File: config.mk
export PLATFORM = sky130hd
export DESIGN_NAME = ring_buffer_allocator_top
export DESIGN_NICKNAME = d
export VERILOG_FILES = /design/src/rtl/rba_pkg.sv /design/src/rtl/ring_buffer_allocator_top.sv /design/src/rtl/rba_in_stage.sv /design/src/rtl/rba_engine.sv /design/src/rtl/rba_out_stage.sv
export SDC_FILE = /design/constraint.sdc
export NUM_CORES = 1
export LEC_CHECK = 0
export BUFFER_PORTS_ARGS = -buffer_cell sky130_fd_sc_hd__buf_2
export CORE_MARGIN = 2
export CORE_UTILIZATION = 50
export CTS_CLUSTER_SIZE = 30
export DETAILED_ROUTE_END_ITERATION = 16
export PLACE_DENSITY = 0.67
export SYNTH_ARGS = -nofsm -noshare
export SYNTH_HDL_FRONTEND = slang
export SYNTH_HIERARCHICAL = 1
export SYNTH_SLANG_ARGS = --single-unit
File: constraint.sdc
create_clock -name clk -period 8.8 [get_ports clk]
set_input_delay 0.44 -clock clk [delete_from_list [all_inputs] [get_ports clk]]
set_output_delay 0.44 -clock clk [all_outputs]
set_load 0.02 [all_outputs]
File: src/rtl/rba_pkg.sv
// Shared types and constants for the ring buffer allocator.
// No dependencies; every other file of the block imports this package.
`default_nettype none

package rba_pkg;

  // Fixed widths of the request, response and register fields.
  localparam int FIELD_W             = 17;
  localparam int ALIGN_W             = 4;
  localparam int ALIGN_MASK_W        = (1 << ALIGN_W) - 1;
  localparam int CFG_INDEX_W         = 2;
  localparam int CFG_DATA_W          = 17;
  localparam int OFFSET_BITS_DEFAULT = 17;

  // Register reset values.
  localparam logic [FIELD_W-1:0] BUFFER_SIZE_RESET = FIELD_W'(65536);
  localparam logic [ALIGN_W-1:0] ALIGN_SHIFT_RESET = '0;

  // Register indexes on the configuration port.
  localparam logic [CFG_INDEX_W-1:0] REG_BUFFER_SIZE = CFG_INDEX_W'(0);
  localparam logic [CFG_INDEX_W-1:0] REG_ALIGN_SHIFT = CFG_INDEX_W'(1);

  typedef enum logic [1:0] {
    ACT_ALLOC      = 2'd0,
    ACT_COMMIT     = 2'd1,
    ACT_BEGIN_READ = 2'd2,
    ACT_END_READ   = 2'd3
  } action_t;

  typedef enum logic [2:0] {
    STATUS_OK        = 3'd0,
    STATUS_WAIT      = 3'd1,
    STATUS_PENDING   = 3'd2,
    STATUS_TOO_LARGE = 3'd3,
    STATUS_EMPTY     = 3'd4
  } status_t;

  typedef struct packed {
    action_t              action;
    logic [FIELD_W-1:0]   request_size;
  } req_t;

  typedef struct packed {
    status_t              status;
    logic [FIELD_W-1:0]   offset;
    logic [FIELD_W-1:0]   length;
  } rsp_t;

endpackage

`default_nettype wire

File: src/rtl/ring_buffer_allocator_top.sv
// Top level of the ring buffer allocator.
// Instantiates rba_in_stage, rba_engine and rba_out_stage; uses rba_pkg.
`default_nettype none

// The ring buffer allocator keeps the write and read offsets of a circular
// command buffer and at most one pending allocation. Each request carries an
// action (allocate, commit, begin read, end read) and a size; each request
// produces exactly one response with a status, an offset and a length, in
// request order. An allocation that would run over unread data answers with
// the wait status and changes nothing, so the requester must retry it later.
// A request is registered on acceptance and evaluated against the registered
// offsets while held in the input register; its response is loaded into the
// result register once that register is empty or its response is being
// taken. One request per cycle is sustained as long as responses are taken.
// The only thing that holds a request back is a response that has not yet
// been taken. The buffer size and the alignment shift are written through
// the configuration port; the user must write them only while no request is
// in flight, as the block itself does not enforce this.

module ring_buffer_allocator_top #(
  parameter int OFFSET_BITS = rba_pkg::OFFSET_BITS_DEFAULT
) (
  input  wire logic                            clk,
  input  wire logic                            rst,
  input  wire logic                            req_valid,
  output logic                                 req_ready,
  input  wire rba_pkg::req_t                   req,
  output logic                                 rsp_valid,
  input  wire logic                            rsp_ready,
  output rba_pkg::rsp_t                        rsp,
  input  wire logic                            cfg_we,
  input  wire logic [rba_pkg::CFG_INDEX_W-1:0] cfg_index,
  input  wire logic [rba_pkg::CFG_DATA_W-1:0]  cfg_data
);
  import rba_pkg::*;

  logic stage_valid;
  req_t stage_req;
  rsp_t rsp_next;
  logic can_load;
  logic fire;

  // The held request is evaluated, and the offsets move, in the same cycle
  // that its response is loaded into the result register.
  assign fire = stage_valid && can_load;

  rba_in_stage u_in_stage (
    .clk         (clk),
    .rst         (rst),
    .req_valid   (req_valid),
    .req_ready   (req_ready),
    .req         (req),
    .advance     (fire),
    .stage_valid (stage_valid),
    .stage_req   (stage_req)
  );

  rba_engine #(
    .OFFSET_BITS (OFFSET_BITS)
  ) u_engine (
    .clk       (clk),
    .rst       (rst),
    .cfg_we    (cfg_we),
    .cfg_index (cfg_index),
    .cfg_data  (cfg_data),
    .fire      (fire),
    .stage_req (stage_req),
    .rsp_next  (rsp_next)
  );

  rba_out_stage u_out_stage (
    .clk       (clk),
    .rst       (rst),
    .load      (stage_valid),
    .rsp_next  (rsp_next),
    .can_load  (can_load),
    .rsp_valid (rsp_valid),
    .rsp_ready (rsp_ready),
    .rsp       (rsp)
  );

endmodule

`default_nettype wire

File: src/rtl/rba_in_stage.sv
// Input register of the ring buffer allocator: holds one accepted request.
// Depends on rba_pkg for the request type.
`default_nettype none

module rba_in_stage (
  input  wire logic          clk,
  input  wire logic          rst,
  input  wire logic          req_valid,
  output logic               req_ready,
  input  wire rba_pkg::req_t req,
  input  wire logic          advance,
  output logic               stage_valid,
  output rba_pkg::req_t      stage_req
);
  import rba_pkg::*;

  // The held request leaves when the engine takes it, so a new one can
  // enter in the same cycle.
  assign req_ready = !stage_valid || advance;

  always_ff @(posedge clk) begin
    if (rst) begin
      stage_valid <= 1'b0;
    end else if (req_ready) begin
      stage_valid <= req_valid;
    end
  end

  always_ff @(posedge clk) begin
    if (req_valid && req_ready) begin
      stage_req <= req;
    end
  end

endmodule

`default_nettype wire

File: src/rtl/rba_engine.sv
// Offset state, configuration registers and the per-request decision logic.
// Depends on rba_pkg for types, codes and field widths.
`default_nettype none

module rba_engine #(
  parameter int OFFSET_BITS = rba_pkg::OFFSET_BITS_DEFAULT
) (
  input  wire logic                            clk,
  input  wire logic                            rst,
  input  wire logic                            cfg_we,
  input  wire logic [rba_pkg::CFG_INDEX_W-1:0] cfg_index,
  input  wire logic [rba_pkg::CFG_DATA_W-1:0]  cfg_data,
  input  wire logic                            fire,
  input  wire rba_pkg::req_t                   stage_req,
  output rba_pkg::rsp_t                        rsp_next
);
  import rba_pkg::*;

  // Working width: holds any offset, any aligned size and their sum.
  localparam int CW = ((OFFSET_BITS > FIELD_W + 1) ? OFFSET_BITS : FIELD_W + 1) + 1;

  logic [FIELD_W-1:0]     buffer_size;
  logic [ALIGN_W-1:0]     align_shift;
  logic [OFFSET_BITS-1:0] write_offset, write_offset_next;
  logic [OFFSET_BITS-1:0] read_offset, read_offset_next;
  logic                   alloc_pending, alloc_pending_next;
  logic [OFFSET_BITS-1:0] pending_start, pending_start_next;
  logic [OFFSET_BITS-1:0] pending_length, pending_length_next;

  logic [ALIGN_MASK_W-1:0] align_mask;
  logic [CW-1:0] asz_c, size_c, wo_c, ro_c, ps_c, pl_c;
  logic [CW-1:0] start_c, end_raw_c, end_c, commit_end_c;
  logic [CW-1:0] ro_eff_c, rend_c, consumed_c, consumed_sat_c;

  always_comb begin
    align_mask = ~({ALIGN_MASK_W{1'b1}} << align_shift);
    asz_c      = (CW'(stage_req.request_size) + CW'(align_mask)) & ~CW'(align_mask);
    size_c     = CW'(buffer_size);
    wo_c       = CW'(write_offset);
    ro_c       = CW'(read_offset);
    ps_c       = CW'(pending_start);
    pl_c       = CW'(pending_length);

    // Allocation starts again at zero when the writer sits at the end.
    start_c   = (wo_c < size_c) ? wo_c : '0;
    end_raw_c = start_c + asz_c;
    end_c     = (end_raw_c > size_c) ? size_c : end_raw_c;

    commit_end_c = ps_c + pl_c;

    // Readable span: up to the writer, or up to the end when the writer has
    // wrapped; a reader stranded at the end while behind the writer wraps.
    if (wo_c >= ro_c) begin
      ro_eff_c = ro_c;
      rend_c   = wo_c;
    end else if (ro_c >= size_c) begin
      ro_eff_c = '0;
      rend_c   = wo_c;
    end else begin
      ro_eff_c = ro_c;
      rend_c   = size_c;
    end

    consumed_c     = ro_c + asz_c;
    consumed_sat_c = (consumed_c > size_c) ? size_c : consumed_c;
  end

  always_comb begin
    write_offset_next   = write_offset;
    read_offset_next    = read_offset;
    alloc_pending_next  = alloc_pending;
    pending_start_next  = pending_start;
    pending_length_next = pending_length;
    rsp_next            = '{status: STATUS_OK, offset: '0, length: '0};
    case (stage_req.action)
      ACT_ALLOC: begin
        if (alloc_pending) begin
          rsp_next.status = STATUS_PENDING;
        end else if (asz_c >= size_c) begin
          rsp_next.status = STATUS_TOO_LARGE;
        end else if (ro_c != wo_c && start_c <= ro_c && ro_c <= end_c) begin
          rsp_next.status = STATUS_WAIT;
        end else begin
          alloc_pending_next  = 1'b1;
          pending_start_next  = start_c[OFFSET_BITS-1:0];
          pending_length_next = OFFSET_BITS'(end_c - start_c);
          rsp_next.offset     = FIELD_W'(CW'(pending_start_next));
          rsp_next.length     = FIELD_W'(CW'(pending_length_next));
        end
      end
      ACT_COMMIT: begin
        if (alloc_pending) begin
          write_offset_next  = commit_end_c[OFFSET_BITS-1:0];
          alloc_pending_next = 1'b0;
          rsp_next.offset    = ps_c[FIELD_W-1:0];
          rsp_next.length    = pl_c[FIELD_W-1:0];
        end
      end
      ACT_BEGIN_READ: begin
        if (ro_c == wo_c) begin
          rsp_next.status = STATUS_EMPTY;
        end else begin
          read_offset_next = ro_eff_c[OFFSET_BITS-1:0];
          if (ro_eff_c < rend_c) begin
            rsp_next.offset = ro_eff_c[FIELD_W-1:0];
            rsp_next.length = FIELD_W'(rend_c - ro_eff_c);
          end else begin
            rsp_next.status = STATUS_EMPTY;
          end
        end
      end
      ACT_END_READ: begin
        read_offset_next = consumed_sat_c[OFFSET_BITS-1:0];
        rsp_next.offset  = FIELD_W'(CW'(read_offset_next));
      end
      default: begin
        rsp_next.status = STATUS_OK;
      end
    endcase
  end

  always_ff @(posedge clk) begin
    if (rst) begin
      write_offset   <= '0;
      read_offset    <= '0;
      alloc_pending  <= 1'b0;
      pending_start  <= '0;
      pending_length <= '0;
    end else if (fire) begin
      write_offset   <= write_offset_next;
      read_offset    <= read_offset_next;
      alloc_pending  <= alloc_pending_next;
      pending_start  <= pending_start_next;
      pending_length <= pending_length_next;
    end
  end

  always_ff @(posedge clk) begin
    if (rst) begin
      buffer_size <= BUFFER_SIZE_RESET;
      align_shift <= ALIGN_SHIFT_RESET;
    end else if (cfg_we) begin
      case (cfg_index)
        REG_BUFFER_SIZE: buffer_size <= cfg_data[FIELD_W-1:0];
        REG_ALIGN_SHIFT: align_shift <= cfg_data[ALIGN_W-1:0];
        default: begin
          buffer_size <= buffer_size;
        end
      endcase
    end
  end

endmodule

`default_nettype wire

File: src/rtl/rba_out_stage.sv
// Result register of the ring buffer allocator with its valid flag.
// Depends on rba_pkg for the response type.
`default_nettype none

module rba_out_stage (
  input  wire logic          clk,
  input  wire logic          rst,
  input  wire logic          load,
  input  wire rba_pkg::rsp_t rsp_next,
  output logic               can_load,
  output logic               rsp_valid,
  input  wire logic          rsp_ready,
  output rba_pkg::rsp_t      rsp
);
  import rba_pkg::*;

  assign can_load = !rsp_valid || rsp_ready;

  always_ff @(posedge clk) begin
    if (rst) begin
      rsp_valid <= 1'b0;
    end else if (can_load) begin
      rsp_valid <= load;
    end
  end

  always_ff @(posedge clk) begin
    if (load && can_load) begin
      rsp <= rsp_next;
    end
  end

endmodule

`default_nettype wire

; Yosys cells after proc, flatten, opt, wreduce, memory -nomap -nowiden
; Index checks and enable logic that the tools add are counted.
[word_totals]
ff_bits = 148
in_bits = 43
output_inout_bits = 39
elab_cells = 88
[op_classes]
addsub = 6
n_lt_le_gt_ge = 9
eq_ne = 7
shift = 1
n_mux = 27
bitwise = 6
reduce_logical = 18
[op_table]
columns = operator, n
row1 = 34-bit two-way mux, 6
row2 = 17-bit two-way mux, 7
row3 = 17-bit case mux with 4 select lines, 1
row4 = 17-bit case mux with 3 select lines, 1
row5 = 19-bit by 17-bit greater-than comparator with 1-bit output, 2
row6 = 17-bit greater-or-equal comparator, 2
row7 = 17-bit less-than comparator, 2
row8 = 17-bit case mux with 2 select lines, 1
row9 = 17-bit subtractor, 2
row10 = 17-bit by 19-bit adder with 19-bit output, 1
row11 = 19-bit adder, 1
row12 = 19-bit bitwise AND, 1
row13 = 19-bit by 17-bit greater-or-equal comparator with 1-bit output, 1
row14 = 17-bit by 19-bit less-or-equal comparator with 1-bit output, 1
row15 = 19-bit by 17-bit less-or-equal comparator with 1-bit output, 1
row16 = 19-bit two-way mux, 1
row17 = 15-bit NOT with 19-bit output, 1
row18 = 17-bit by 15-bit adder with 18-bit output, 1
row19 = 17-bit adder, 1
row20 = 17-bit equality test, 1
row21 = 17-bit != test, 1
row22 = 15-bit NOT, 1
row23 = 15-bit by 4-bit << shifter with 15-bit output (first input constant), 1
row24 = 3-bit two-way mux, 4
row25 = other kinds (15), 32

; Longest topological paths before layout
[depth]
depth_word = 13
mapped_depth = 44
ltp_nobuf = 42

; By module
; Netlist, hierarchy kept.
[modules_own_cells]
columns = module, instances, cells_each, area_per_inst_um2
row1 = rba_engine, 1, 1713, 13118.8
row2 = rba_out_stage, 1, 42, 1166.1
row3 = rba_in_stage, 1, 24, 625.6
row4 = ring_buffer_allocator_top, 1, 1, 6.3

; Worst setup path after synthesis
; OpenSTA, ideal clock, no wires.
[synth_path]
path_type = reg-to-reg
start = register u_engine.align_shift[3]
end = register u_out_stage/rsp[16] (netlist name)
setup_ns = 0.269
arrival_time_ns = 7.844
required_ns = 8.531
slack_ns = 0.687
path_stages_with_launch = 41
n_path_buf = 2
synth_period_minus_slack_ns = 8.113
path_cell_list = dfxtp_1 clkbuf_1 or2_2 a21o_1 ha_1 nor2b_1 o21ai_0 nand2b_1 a21o_1 a21o_1 a31oi_1 o211ai_1 a21oi_1 xor2_1 nor2_1 ha_1 a21oi_1 o2111ai_1 (+5 left out) o32a_1 nor2_1 buf_2 mux2_1 inv_1 ha_1 inv_1 fa_1 a211oi_1 o21ai_0 nand4_1 a31oi_1 nand4_1 nand2_1 a21oi_1 xor2_1 xnor2_1 o21ai_0
[synth_lines]
columns = element, line
row1 = start: declaration, rba_engine.sv:23  ; logic [ALIGN_W-1:0] align_shift;
row2 = start signal: assignment, rba_engine.sv:145  ; REG_ALIGN_SHIFT: align_shift <= cfg_data[ALIGN_W-1:0];

==> run summary <==
The run finished with clean final reports. The total DRC errors in the routed layout is 0. In this run the most critical hold path is launched from req[15]. The number of sinks handled by clock tree synthesis is 148. The reg-to-reg setup timing slack is about 0.47 ns. The number of failing hold endpoints at the final stage was 0.

STA classifies the critical path startpoint as a flop. The cell sitting at the root of the clock tree is a sky130_fd_sc_hd__clkbuf_16. In this run the worst path has a maximum fanout of 8. The utilization of the core after routing is 57.9%. The final instance area is around 17000 um^2. The max-slew violation total from the final report came to 0. The total wire length is ~51000 um. The tightest slew margin relative to the limit came out at between 10% and 20%. The HPWL reported at the end of detailed placement is 39200 um. The post-synthesis cell area is ~15000 um^2. For the pin with the worst max-slew slack, the measured transition is 1.19 ns. In the synthesized netlist the dominant register cell turns out to be sky130_fd_sc_hd__dfxtp_1. The power density normalized to cell area is between 150 and 200 nW/um^2. The chip width is between 150 and 200 um. The flip-flop and latch count after synthesis came out at approximately 150. The buffer and inverter count on the worst path is 2. The length in cells of the worst reg-to-reg path came out at 38. Between clock sinks in the finished design, the worst skew comes to approximately 0.016 ns. The critical path data required time came out at 9.00 ns. Once the floorplan was initialized, standard cells occupied 50.6% of the core.

The residual overflow from global routing is 0. The area of the placeable core came out at 29500 um^2. The total via count after detailed routing is between 10000 and 15000.

The adder and majority cell fraction of the synthesized area is 21.7%. The buffer depth of the longest clock path is 2. The gate count of the mapped netlist is about 1800.

For hold timing, the worst endpoint is u_in_stage/stage_req[15]. The H-tree generated during clock tree synthesis spans 4 levels. After synthesis, the share of cell area in mux cells is under 10%. The share of flip-flops with an asynchronous set or reset came out at 0%.

Clock-pin slew was measured on the worst setup and hold paths at approximately 0.07 ns. In this run, synthesis inferred 56 flip-flops with an integrated enable. The most numerous cell type found on the critical path is sky130_fd_sc_hd__ha_1.

The number of global-route vias before repair is between 10000 and 15000. Entering global routing, the biggest net connects 76 pins. The number of nets with antenna violations after detailed routing came out at 0. The setup-violating endpoint count in the final report came out at 0. The synthesized netlist devotes 23.1% of its cell area to compound gates. Synthesis instantiated 81 different standard cells from the library. The number of antenna violations at the first check in global routing was 0. The clock period minus final worst setup slack came out at 8.33 ns.

The global-route wire length before repair is 76700 um. The tightest min-delay check is of the input port to flop type. The non-filler instance count after layout came out at approximately 2300.

The worst hold path stage count is 1. Based on the critical path, the design can be clocked at up to 120 MHz. At the end of routability-driven placement, the weighted congestion stood at 0.984. TritonCTS built the clock tree. The net count reported at finish is roughly 2200. 82 I/O pins were placed.

Data arrives at the worst endpoint at 8.53 ns. The startpoint of the worst-slack reg-to-reg timing path is u_engine/align_shift[0]. The total global-route track usage is 32.2%. The cell count after placement is 2271. The mean instance size in the synthesized netlist is 8.38 um^2. The per-cell via count in the routed design is roughly 6.3. The leakage dissipation is 0.00758 uW. The wire length per cell is 22.1 um. Clock latency on the worst-skew pair, taken at its later pin, is roughly 0.45 ns. The number of diodes added for antenna fixing came out at 0. The ratio of cells with drive above 1 in the final layout is about 14%. The max-cap check violation count is 0. During synthesis, Yosys emitted a total of 6 warnings.

STA classifies the critical path endpoint as a flop. The largest vdd supply drop is roughly 120 uV. The setup path with the least slack is of type flop to flop. The share of the synthesized netlist area taken by xor and xnor gates is approximately 4.6%.

The worst flop-to-flop path endpoint is u_out_stage/rsp[13]. The layout overhead on the synthesized area is 14.5%. The longest individual stage delay on the worst path is 0.44 ns. Among all stages on the critical path, the largest delay is contributed by sky130_fd_sc_hd__o311a_1. The number of placement rows is 63. The sequential-to-total area share from yosys stat came out at 23.6%.

The synthesized netlist devotes roughly 16% of its cell area to simple gates. In this run the vertical extent of the chip is ~180 um. The CTS buffer count is 17. In this design, the largest share of critical-path delay is due to compound AO/OA/AOI/OAI gates. The number of buffers added to fix hold violations after cts is 0. The detailed router finished its first iteration with 1441 violations. The area of the die came out at 31200 um^2. The combinational family with the most area after synthesis is compound AO/OA/AOI/OAI gates.

The synthesized net count is between 2000 and 2500. Port buffering added 81 buffers. The final cycle utilization of the critical path came out at 94.7%. The number of optimization iterations in the first detailed-route pass came out at 6. The path length in cells of the critical path came out at 38. The instance area at placement is 16200 um^2.
layout by cell type, fill, tap and decap left out, drive strengths merged, types with 12 or more instances in the layout:
| cell type | synthesis | layout |
|---|---|---|
| o21ai | 71 | 71 |
| a21o | 54 | 54 |
| a211oi | 22 | 22 |
| xor2 | 24 | 24 |
| nand3 | 41 | 41 |
| nand2 | 156 | 156 |
| edfxtp | 56 | 56 |
| nor2 | 126 | 126 |
| dfxtp | 92 | 92 |
| nor2b | 27 | 27 |
| o221ai | 19 | 19 |
| nand2b | 12 | 12 |
| o21a | 34 | 34 |
| ha | 249 | 249 |
| nand4 | 26 | 26 |
| mux2 | 20 | 20 |
| and2 | 30 | 30 |
| inv | 145 | 149 |
| nor3 | 26 | 26 |
| mux2i | 54 | 54 |
| a21oi | 160 | 160 |
| clkbuf | 47 | 22 |
| a31oi | 25 | 25 |
| o21bai | 19 | 19 |
| xnor2 | 54 | 54 |
| a22oi | 30 | 30 |
| buf | 13 | 166 |
| o211ai | 13 | 13 |
stage by stage:
step	total power, uW	hold slack (ns)	TNS [ns]	worst slack [ns]
final	2580	0.167	0	0.465
after global routing	2710	0.152	-1.69	-0.106
after CTS	2540	0.152	0	0.111
after detailed placement	1700	0.509	0	0.196
after global placement	1690	0.494	0	0.438
after floorplan	1420	0.453	0	0.687
final cells by class:
type,count,area [um^2]
clock buffers,20,458
flip-flops and latches,148,3520
fillers,2714,12400
clock inverters,12,193
inverters,146,548
multi-input cells,1426,10700
well taps,390,488
repair buffers,168,1150
registers in the layout (all words and copies together), names as in the netlist:
name                     count
u_engine/align_shift         4
u_engine/alloc_pending       1
u_engine/buffer_size        17
u_engine/pending_length     17
u_engine/pending_start      17
u_engine/read_offset        17
u_engine/write_offset       17
u_in_stage/stage_req        19
u_in_stage/stage_valid       1
u_out_stage/rsp             37
u_out_stage/rsp_valid        1
Yosys cell counts (all sizes together) (5+ instances only):
master / instances / share of area [%]
a211o: 6 / 0.35
inv: 145 / 3.6
and3: 11 / 0.46
a22oi: 30 / 1.5
o21a: 34 / 1.7
nor4: 5 / 0.25
mux2i: 54 / 3.7
nand4: 26 / 1.1
and2: 30 / 1.3
edfxtp: 56 / 11
or2: 5 / 0.21
a31oi: 25 / 1.0
o221ai: 19 / 1.1
fa: 6 / 0.81
a21oi: 160 / 5.4
or3: 11 / 0.46
buf: 13 / 0.74
mux2: 20 / 1.5
xor2: 24 / 1.4
nor2: 126 / 3.2
clkbuf: 47 / 1.2
o21ai: 71 / 2.4
a2111oi: 8 / 0.47
o211ai: 13 / 0.65
nor3: 26 / 0.95
dfxtp: 92 / 12
a32oi: 11 / 0.65
nor2b: 27 / 1.1
nand2b: 12 / 0.60
o21bai: 19 / 0.96
nand3: 41 / 1.4
a21o: 54 / 2.7
nand2: 156 / 3.9
ha: 249 / 21
xnor2: 54 / 3.2
a211oi: 22 / 1.1
worst register-to-register path: cells and delay by family, from the launching register on:
family	cells	cell delay, ns
AO/OA/AOI/OAI	22	4.45
XOR/XNOR	3	0.51
adder cells (fa/ha/maj)	4	1.23
buffers and inverters	2	0.39
flip-flops	1	0.38
AND/OR/NAND/NOR	7	1.14
report_power, final:
part           switching, uW  total, uW  internal [uW]
clock                    338        837            499
sequential              23.3        771            748
combinational            599        976            376
total                    960       2580           1620
timing repair:
action,4_1_cts,5_1_grt
endpoints found under the setup margin,0,68
resized for setup,0,41
buffers inserted,0,4
per-layer routing:
layer / track usage (%) / vias to the layer above / part of all wire, %
met5: 0 / - / 0
met4: 14.9 / 0 / 4.6
met3: 4.79 / 145 / 8.7
met2: 50.5 / 722 / 44
met1: 43.7 / 6861 / 43
li1: - / 6802 / -
cell families after synthesis:
group,Yosys count
adders and majority gates,255
xor gates and xnor gates,78
buffers and inverters,206
DFF,148
AOI/OAI and AO/OA,521
muxes,74
and+or+nand+nor,498
worst max-delay path by stage:
stage	startpoint	endpoint
global route	u_engine/align_shift[0]	u_out_stage/rsp[16]
CTS	u_engine/align_shift[2]	u_out_stage/rsp[13]
finish	u_engine/align_shift[0]	u_out_stage/rsp[13]
floorplan	u_engine/align_shift[3]	u_out_stage/rsp[16]
detailed placement	u_engine/align_shift[2]	u_out_stage/rsp[13]
global placement	u_engine/align_shift[2]	u_out_stage/rsp[11]
Power figures use the tool's default switching activity.
